==> config.mk <==
export PLATFORM = sky130hd
export DESIGN_NAME = spq_ctrl
export DESIGN_NICKNAME = d
export VERILOG_FILES = /design/src/hdl/spq_pkg.sv /design/src/hdl/spq_ctrl.sv
export SDC_FILE = /design/constraint.sdc
export NUM_CORES = 1
export LEC_CHECK = 0
export BUFFER_PORTS_ARGS = -buffer_cell sky130_fd_sc_hd__buf_2
export CAP_MARGIN = 20
export CORE_AREA = 3 3 40 42
export DETAILED_ROUTE_END_ITERATION = 10
export DIE_AREA = 0 0 43 45
export PLACE_DENSITY = 0.52
export SETUP_SLACK_MARGIN = 0.2
export SYNTH_ARGS = -nofsm -noshare
export SYNTH_HDL_FRONTEND = slang
export SYNTH_SLANG_ARGS = --single-unit
==> constraint.sdc <==
create_clock -name clk -period 2.7 [get_ports clk]
set_input_delay 0.81 -clock clk [delete_from_list [all_inputs] [get_ports clk]]
set_output_delay 0.81 -clock clk [all_outputs]
set_load 0.01 [all_outputs]
==> src/hdl/spq_pkg.sv <==
`timescale 1ns / 1ps
// ----------------------------------------------------------------------------
// spq_pkg
// Types, constants and helpers shared by the sorted priority queue modules.
// ----------------------------------------------------------------------------
package spq_pkg;

  localparam int DEPTH          = 256;
  localparam int PRIORITY_WIDTH = 16;
  localparam int PAYLOAD_WIDTH  = 16;

  localparam int IDX_W = (DEPTH > 1) ? $clog2(DEPTH) : 1;
  localparam int CNT_W = $clog2(DEPTH + 1);
  localparam int SUM_W = CNT_W + 1;

  localparam logic OP_ENQ = 1'b0;
  localparam logic OP_DEQ = 1'b1;

  typedef enum logic [1:0] {
    ST_DONE  = 2'd0,
    ST_FULL  = 2'd1,
    ST_EMPTY = 2'd2
  } status_t;

  typedef logic [IDX_W-1:0] idx_t;
  typedef logic [CNT_W-1:0] cnt_t;

  typedef struct packed {
    logic                      op;
    logic [PRIORITY_WIDTH-1:0] priority_req;
    logic [PAYLOAD_WIDTH-1:0]  payload;
  } in_item_t;

  typedef struct packed {
    status_t                   status;
    logic [PRIORITY_WIDTH-1:0] out_priority;
    logic [PAYLOAD_WIDTH-1:0]  out_payload;
    logic [CNT_W-1:0]          occupancy;
  } out_item_t;

  typedef struct packed {
    logic [PRIORITY_WIDTH-1:0] pri;
    logic [PAYLOAD_WIDTH-1:0]  pay;
  } entry_t;

  // controller to datapath
  typedef struct packed {
    logic capture;    // latch the accepted beat, start insert index at count
    logic rd_prev;    // read the slot below the insert index
    logic shift;      // move the read entry up one slot, step index down
    logic place;      // write the new entry at the insert index, emit result
    logic rd_head;    // read the front slot
    logic pop;        // drop the front entry, emit it
    logic rej_full;   // emit full status
    logic rej_empty;  // emit empty status
  } spq_cmd_t;

  // datapath to controller
  typedef struct packed {
    logic full;
    logic empty;
    logic k_zero;
    logic greater;    // read entry priority above the new one
    logic out_free;
  } spq_stat_t;

  // circular slot at offset from head; sum stays below twice the depth
  function automatic idx_t slot_of(input idx_t head, input cnt_t offset);
    logic [SUM_W-1:0] sum;
    sum = SUM_W'(head) + SUM_W'(offset);
    if (sum >= SUM_W'(DEPTH)) begin
      sum = sum - SUM_W'(DEPTH);
    end
    return sum[IDX_W-1:0];
  endfunction

endpackage

==> src/hdl/spq_ctrl.sv <==
`timescale 1ns / 1ps
// ----------------------------------------------------------------------------
// spq_ctrl
// Command sequencer: accepts one queue command at a time and steps the
// datapath through the insertion walk, the front read or a reject status.
// ----------------------------------------------------------------------------
module spq_ctrl (
  input  logic               clk,
  input  logic               rst_n,
  input  logic               in_valid,
  input  logic               in_op,
  output logic               in_ready,
  input  spq_pkg::spq_stat_t stat,
  output spq_pkg::spq_cmd_t  cmd
);
  import spq_pkg::*;

  typedef enum logic [2:0] {
    S_IDLE,
    S_ENQ_RD,
    S_ENQ_CMP,
    S_ENQ_PLACE,
    S_DEQ_RD,
    S_DEQ_POP,
    S_REJ_FULL,
    S_REJ_EMPTY
  } state_t;

  state_t state_r, state_nxt;

  always_comb begin
    state_nxt = state_r;
    cmd       = '0;
    case (state_r)
      S_IDLE: begin
        if (in_valid) begin
          cmd.capture = 1'b1;
          if (in_op == OP_ENQ) begin
            state_nxt = stat.full ? S_REJ_FULL : S_ENQ_RD;
          end else begin
            state_nxt = stat.empty ? S_REJ_EMPTY : S_DEQ_RD;
          end
        end
      end
      S_ENQ_RD: begin
        if (stat.k_zero) begin
          state_nxt = S_ENQ_PLACE;
        end else begin
          cmd.rd_prev = 1'b1;
          state_nxt   = S_ENQ_CMP;
        end
      end
      S_ENQ_CMP: begin
        if (stat.greater) begin
          cmd.shift = 1'b1;
          state_nxt = S_ENQ_RD;
        end else begin
          state_nxt = S_ENQ_PLACE;
        end
      end
      S_ENQ_PLACE: begin
        if (stat.out_free) begin
          cmd.place = 1'b1;
          state_nxt = S_IDLE;
        end
      end
      S_DEQ_RD: begin
        cmd.rd_head = 1'b1;
        state_nxt   = S_DEQ_POP;
      end
      S_DEQ_POP: begin
        if (stat.out_free) begin
          cmd.pop   = 1'b1;
          state_nxt = S_IDLE;
        end
      end
      S_REJ_FULL: begin
        if (stat.out_free) begin
          cmd.rej_full = 1'b1;
          state_nxt    = S_IDLE;
        end
      end
      S_REJ_EMPTY: begin
        if (stat.out_free) begin
          cmd.rej_empty = 1'b1;
          state_nxt     = S_IDLE;
        end
      end
      default: begin
        state_nxt = S_IDLE;
      end
    endcase
  end

  assign in_ready = (state_r == S_IDLE);

  always_ff @(posedge clk) begin
    if (!rst_n) begin
      state_r <= S_IDLE;
    end else begin
      state_r <= state_nxt;
    end
  end

endmodule

==> impl_metrics.ini <==
[sta]
slew_headroom = 0.618
finalCriticalPeriod_ns = 2.23
clock.fmax_mhz = 448
grt_setup_unrepaired = no
tns_ns = 0
skew_ns = 0.00158
min_period_over_period = 0.826
holdWs_ns = 0.774
hold_viol_final = 0
slew_violations = 0
finalSetupViolCount = 0
tightest_slew_ns = 0.571

[drt]
num_vias = 374
route.final.wire_length_um = 825
drcViolationCount = 0
viasPerCell = 4.79
drtIter0Drc = 12
first_pass_iters = 5
wire_per_inst_um = 10.6
ant_nets = 0

[setup_path]
reg2reg_slack_ns = 1.32
reg2reg_from = state_r[1]$_SDFFE_PN0P_
crit_type = reg -> out
rr_worst_depth = 4
arrival_ns = 1.42
endpoint_kind = output port
r2r-end = state_r[0]$_SDFFE_PN0P_
required_ns = 1.89
start_kind = flop
crit_fanout = 16

[floorplan]
die-area_um2 = 1940
rows = 13
die_x_um = 43
core_area_um2 = 1280
pin_count = 18
start_util = 0.246
die_h_um = 45

[final_layout]
largest_reg_flops = 3
n_antenna_cell = 0
syn_to_final_growth_pct = 30.0
nets = 73
drive_gt1_frac = 0.333
max_flop_register = state_r
final_util = 0.320
top_regs = state_r x3
final_cells = 78

[grt]
grt_start_max_net_pins = 19
met3_usage = 0.0359
met2_usage = 0.141
antenna_found_initial = 0
grt-ovfl-total = 0
grt_pass1_wl_um = 1410
grt_pass1_vias = 347
use_met1 = 0.118
grt_usage = 0.0948
grt-busiest-layer = met2

[synthesis]
synth_top_area_frac = 0.190
synth_cells = 46
ys_ff_latch = 3
synth-simple-area-share = 0.383
synth_top_family_by_area = simple AND/OR/NAND/NOR gates
syn_area_per_cell_um2 = 6.88
ys_top_cells_by_area = dfxtp_1 19%, a21oi_1 7.9%, nor3_1 7.9%
synthMuxAreaShare = 0
synth_warnings = 0
yosysTopAreaCell = dfxtp_1
synth_xor_area_frac = 0
synth_seq_area_share = 0.190
synth_nets = 55
synth_compound_gate_area_share = 0.292
synth_fa_ha_area_frac = 0
syn_area_um2 = 317
synth.distinct_cells = 25

[placed_design]
io_buffers = 17
gp_congestion = 0.697
dp_cells = 74
dp_hpwl_um = 588

[min_path]
hp-class = reg -> reg
min_to = state_r[1]$_SDFFE_PN0P_
hp-start = state_r[1]$_SDFFE_PN0P_
whs_path_depth = 2

[clock_tree]
clock_latency_ns = 0.23
ctsHoldBuffers = 0
cts.repair.resized = 0
post-cts-setup-buffers = 0
cts.clk_slew.worst_paths_ns = 0.04
cts_tree = done
h-tree-depth = 1
clockRootBuffer = clkbuf_4
cts_buffers = 3
cts_buffer_depth = 2
cts_sinks = 3

[power_and_ir_drop]
leakagePower_uw = 0.000181
ir_worst_vdd_mv = 0.182
power_density_nw_per_um2 = 777
p_total_uw = 320

[run_status]
status = finished clean

[run]
max_cap_violations = 0
[where the power goes]
group	switching, uW	internal [uW]	total, uW	leakage [uW]
Clock	23.3	55.4	78.7	0.0000150
Combinational	63.2	66.7	130	0.000141
Sequential	53.9	57.4	111	0.0000249
Total	140	179	320	0.000181
[per-stage QoR]
step	worst slack (ns)	cell area, um^2
2_1_floorplan	0.641	317
3_3_place_gp	0.532	385
3_5_place_dp	0.504	385
4_1_cts	0.445	412
5_1_grt	0.317	412
6_report	0.469	412
[layout make-up]
type	count	area [um^2]
clock buffer	4	26.3
fill	141	873
inverter	2	7.51
multi-input combinational	37	214
sequential	3	60.1
tap	15	18.8
timing repair buffer	17	85.1
[cells in the mapped netlist, drive strengths merged]
master and instances:
a21boi 1, nor4b 1, buf 4, o22ai 1
nand2b 1, a32oi 1, nor3 6, nand2 5
nor2b 1, and2 1, o221a 1, nor3b 1
inv 2, a31oi 3, nand3 1, or2 1
o21ai 3, nor2 3, dfxtp 3, a21oi 5
nor4bb 1
[routing by layer]
layer	part of all wire	vias to the layer above
met4	0	0
met5	0	-
met1	0.48	160
met2	0.43	14
li1	-	200
met3	0.088	0
[kinds of logic after synthesis]
| logic type | after synthesis |
|---|---|
| AO/OA/AOI/OAI | 15 |
| buffers and inverters | 6 |
| flip-flops | 3 |
| AND/OR/NAND/NOR | 22 |
[critical path, stage by stage, from the launching register on]
cell,delay (ns)
dfxtp_1,0.63
nand2_1,0.18
nor3b_1,0.22
buf_2,0.16
[cell usage in the layout, fill, tap and decap left out, drive strengths merged]
master | netlist | layout
nor3b | 1 | 1
nand2 | 5 | 5
nor3 | 6 | 6
and2 | 1 | 1
nand2b | 1 | 1
inv | 2 | 2
dfxtp | 3 | 3
nand3 | 1 | 1
nor4bb | 1 | 1
o221a | 1 | 1
a21oi | 5 | 5
o22ai | 1 | 1
nor2b | 1 | 1
clkbuf | 0 | 4
a21boi | 1 | 1
a32oi | 1 | 1
nor4b | 1 | 1
buf | 4 | 17
a31oi | 3 | 3
or2 | 1 | 1
nor2 | 3 | 3
o21ai | 3 | 3
[worst max path at each step]
stage / cells past startpoint / slack [ns] / from / endpoint
2_1_floorplan: 1 / 0.64 / stat[1] / cmd[5]
3_3_place_gp: 4 / 0.53 / stat[0] / cmd[4]
3_5_place_dp: 4 / 0.50 / stat[0] / cmd[4]
4_1_cts: 3 / 0.44 / state_r[0]$_SDFFE_PN0P_ / cmd[4]
5_1_grt: 3 / 0.32 / state_r[0]$_SDFFE_PN0P_ / cmd[4]
6_report: 3 / 0.47 / state_r[0]$_SDFFE_PN0P_ / cmd[4]
No activity file was read; power rests on OpenSTA's default activity.
